File: config.mk
export PLATFORM = sky130hd
export DESIGN_NAME = vfm_vertex
export DESIGN_NICKNAME = d
export VERILOG_FILES = /design/src/rtl/vfm_pkg.sv /design/src/rtl/vfm_vertex.sv
export SDC_FILE = /design/constraint.sdc
export NUM_CORES = 1
export LEC_CHECK = 0
export BUFFER_PORTS_ARGS = -buffer_cell sky130_fd_sc_hd__clkbuf_2
export CORE_UTILIZATION = 33
export DETAILED_ROUTE_END_ITERATION = 12
export PLACE_DENSITY = 0.85
export SLEW_MARGIN = 30
export SYNTH_ARGS = -nofsm -noshare
export SYNTH_HDL_FRONTEND = slang
export SYNTH_SLANG_ARGS = --single-unit
File: constraint.sdc
create_clock -name vclk -period 1.7
set_clock_uncertainty 0.2 [all_clocks]
set_input_delay 0.17 -clock vclk [all_inputs]
set_output_delay 0.17 -clock vclk [all_outputs]
set_load 0.005 [all_outputs]
File: src/rtl/vfm_pkg.sv
// vfm_pkg: shared types, codes and tables of the voxel face mesher.
// No dependencies; imported by every module of the block.
`default_nettype none

package vfm_pkg;

    // Default chunk dimensions
    localparam int unsigned VFM_WIDTH_X  = 16;
    localparam int unsigned VFM_LENGTH_Z = 16;
    localparam int unsigned VFM_HEIGHT_Y = 256;

    // Request types
    localparam logic [1:0] REQ_LOAD = 2'd0;
    localparam logic [1:0] REQ_EDGE = 2'd1;
    localparam logic [1:0] REQ_MESH = 2'd2;

    // Neighbour edge sides
    localparam logic [1:0] SIDE_NEGX = 2'd0;
    localparam logic [1:0] SIDE_POSX = 2'd1;
    localparam logic [1:0] SIDE_NEGZ = 2'd2;
    localparam logic [1:0] SIDE_POSZ = 2'd3;

    // Face codes
    localparam logic [2:0] FACE_NEGX = 3'd0;
    localparam logic [2:0] FACE_POSX = 3'd1;
    localparam logic [2:0] FACE_NEGZ = 3'd2;
    localparam logic [2:0] FACE_POSZ = 3'd3;
    localparam logic [2:0] FACE_NEGY = 3'd4;
    localparam logic [2:0] FACE_POSY = 3'd5;

    // Probe steps: center voxel, then neighbours in face test order
    localparam logic [2:0] STEP_CENTER = 3'd0;
    localparam logic [2:0] STEP_POSY   = 3'd1;
    localparam logic [2:0] STEP_NEGY   = 3'd2;
    localparam logic [2:0] STEP_POSZ   = 3'd3;
    localparam logic [2:0] STEP_NEGZ   = 3'd4;
    localparam logic [2:0] STEP_POSX   = 3'd5;
    localparam logic [2:0] STEP_NEGX   = 3'd6;

    // Last corner of a face in emit order
    localparam logic [1:0] CORNER_LAST = 2'd3;
    localparam logic [1:0] CODE_TOP_LEFT = 2'd2;

    // Sequencer states
    typedef enum logic [2:0] {
        ST_CLEAR,
        ST_IDLE,
        ST_FETCH,
        ST_TEST,
        ST_EMIT
    } state_t;

    // Store write controls
    typedef struct packed {
        logic chunk_we;
        logic edge_we;
        logic edge_wdata;
    } store_wr_t;

    // Corner offset {dx,dz,dy} of a face, corners in emit order
    function automatic logic [2:0] corner_ofs(input logic [2:0] face, input logic [1:0] c);
        logic [11:0] row;
        case (face)
            FACE_NEGX: row = {3'b001, 3'b011, 3'b010, 3'b000};
            FACE_POSX: row = {3'b111, 3'b101, 3'b100, 3'b110};
            FACE_NEGZ: row = {3'b000, 3'b100, 3'b101, 3'b001};
            FACE_POSZ: row = {3'b011, 3'b111, 3'b110, 3'b010};
            FACE_NEGY: row = {3'b010, 3'b110, 3'b100, 3'b000};
            FACE_POSY: row = {3'b001, 3'b101, 3'b111, 3'b011};
            default:   row = '0;
        endcase
        return row[c*3 +: 3];
    endfunction

    // Corner code: bottomLeft, bottomRight, topRight, topLeft
    function automatic logic [1:0] corner_code(input logic [1:0] c);
        return {c[1], c[1] ^ c[0]};
    endfunction

endpackage

`default_nettype wire

File: src/rtl/vfm_vertex.sv
// vfm_vertex: corner offset adders and vertex word packing.
// Depends on vfm_pkg (corner tables).
`default_nettype none

module vfm_vertex
    import vfm_pkg::*;
(
    input  wire logic [4:0]  vox_x,
    input  wire logic [4:0]  vox_z,
    input  wire logic [8:0]  vox_y,
    input  wire logic [7:0]  vox_id,
    input  wire logic [2:0]  face,
    input  wire logic [1:0]  corner,
    output logic      [31:0] word
);

    logic [2:0] ofs;
    logic [4:0] vx, vz;
    logic [8:0] vy;

    // Corner position, then packing
    always_comb
    begin
        ofs  = corner_ofs(face, corner);
        vx   = vox_x + {4'd0, ofs[2]};
        vz   = vox_z + {4'd0, ofs[1]};
        vy   = vox_y + {8'd0, ofs[0]};
        word = {corner_code(corner), face, vox_id, vy, vz, vx};
    end

endmodule

`default_nettype wire

==> results.toml <==
[setup_path]
path_max_fanout = 3
worstSetupEndpointType = "output pin"
worstPathRequired_ps = 1330
cp.arrival_ps = 1540
crit_type = "in -> out"
cp-start-kind = "input port"

[grt]
antenna_found_initial = 0
grt_pass1_vias = 458
grt_use_total_pct = 14.92
grt-ovfl-total = 0
grt_max_degree = 6
grt_pass1_wl_um = 1656

[drt]
drc = 0
routed_wl_um = 1355
firstDrtPassIters = 4
drt_iter0_markers = 2
viasPerCell = 4.869
routed-via-count = 594
routedWlPerCell_um = 11.11
postRouteAntennaNets = 0

[hold_path]
whs_path_depth = 0
hold_path.class = "in -> out"

[synth]
syn_area_per_cell_um2 = 7.883
synth_top_area_share_pct = 19.05
seq_area_frac_synth_pct = 0
synth-simple-area-share_pct = 23.54
yosys_warnings = 0
syn_nets = 98
synth_cell_types = 20
synthAdderAreaFrac_pct = 15.87
syn-cell-area_um2 = 473.0
synth_top_family_by_area = "XOR/XNOR gates"
synth_compound_area_share_pct = 7.937
muxShareOfSynthArea_pct = 4.233
syn_inst = 60
synth_area_leader_cell = "buf_4"
synthTopCellsByArea = "buf_4 (19%), ha_1 (16%), xor2_1 (15%), xnor2_1 (11%), nand3_1 (5.3%)"
synth.top_cells.by_count = "buf_4 (12), xor2_1 (8), ha_1 (6), xnor2_1 (6), nand3_1 (5)"
yosysMostFrequentCell = "buf_4"
synth_xor_area_share_pct = 29.37

[power_and_ir_drop]
total_power_uw = 229.7
vdd_drop_max_mv = 0.1457
p_leak_uw = 0.0004545
power-per-cell-area_mw_per_mm2 = 253.2

[layout]
fillers = 110
regArea_um2 = 0
n_antenna_cell = 0
nClkBuffers = 0
num-nets-final = 147
flops_and_latches = 0
synthToLayoutAreaGrowth_pct = 91.80
final_area_um2 = 907.1
post_route_cells_drive_above_1_share_pct = 74.77

[floorplanning]
num_io_pins = 64
die_x_um = 39.86
initial_core_util_pct = 35.90
die-area_mm2 = 0.001588
fp.coreArea_mm2 = 0.001318
die_y_um = 39.86
rows = 13

[sta]
min_period_ps = 1914
tns_ps = -1927
fmax_mhz = 522.6
setup_viol = 14
finalMaxSlewViolations = 0
timing.final.ws_setup_ps = -213.7
rsz0062_at_grt = "true"
hold_viol = 0
tightest_slew_ps = 191.7
finalCritPeriodShare_pct = 112.6
whs_ps = 140.0
max-slew-margin-rel_pct = 87.22

[clock_network]
ctsHoldBuffers = 0

[place]
finalWeightedCongestion = 0.7013
port-buffer-count = 48
dpl_cell_area_um2 = 709.4

[run_status]
status = "finished, violations left"
violations = "setup timing"

[job]
cap_violations = 0
layout by cell type (no fill, tap or decap), drive strengths merged:
master / netlist / layout
nand2: 2 / 2
a21boi: 1 / 1
xnor2: 6 / 6
mux2i: 2 / 2
nor2: 2 / 2
nand3b: 1 / 1
clkbuf: 0 / 34
a21oi: 1 / 1
nor2b: 2 / 2
nand3: 6 / 6
o21ai: 3 / 3
ha: 6 / 6
nand2b: 2 / 2
xor2: 9 / 9
buf: 12 / 25
and3: 3 / 3
o22ai: 1 / 1
nor3: 1 / 1
final cells by class:
class                           count  area (um^2)  area share, %
Multi-Input combinational cell     48        520.5          57.38
Tap cell                           15        18.77          2.069
Timing Repair Buffer               59        367.9          40.55
power by group:
group	internal, uW	switching, uW
logic	129	101
registers	0	0
clock network	0	0
routing by layer:
layer  track usage (%)  vias up  part of all wire (%)
met4             4.310        0                     0
li1                  -      288                     -
met2             34.84       43                    57
met1             12.58      263                    34
met3                 0        0                   8.9
met5                 0        -                     0
worst max-delay path, stage by stage:
cell     delay, ps
buf_8          100
buf_4          130
nor2b_1        110
o21ai_0        130
o21ai_1         90
ha_2           210
and3_4         190
and3_4         160
xor2_1         130
buf_2          120
what timing repair did:
item	in CTS	in global routing
pin swaps	13	11
gates cloned	0	0
gates resized for setup	24	23
buffers inserted	2	0
setup endpoints to repair	15	16
final timing paths:
check       from  endpoint  slack [ps]
max    corner[1]  word[17]        -210
min    vox_id[1]  word[20]         140
kinds of logic (layout without fill, tap and decap cells):
family / after synthesis / in the layout
AND/OR/NAND/NOR: 19 / 19
adder cells (fa/ha/maj): 6 / 6
AO/OA/AOI/OAI: 6 / 6
multiplexers: 2 / 2
XOR/XNOR: 15 / 15
buffers and inverters: 12 / 59
stage by stage:
stage               setup WS, ps  util [%]  cells
global placement          -234.9     53.85    120
CTS                       -272.5     64.01    122
global route              -279.9     68.85    122
floorplan                  11.38         -     60
detailed placement        -301.3     53.85    120
finish                    -213.7     68.85    122
Note: power is estimated with default switching activity, not from simulation.
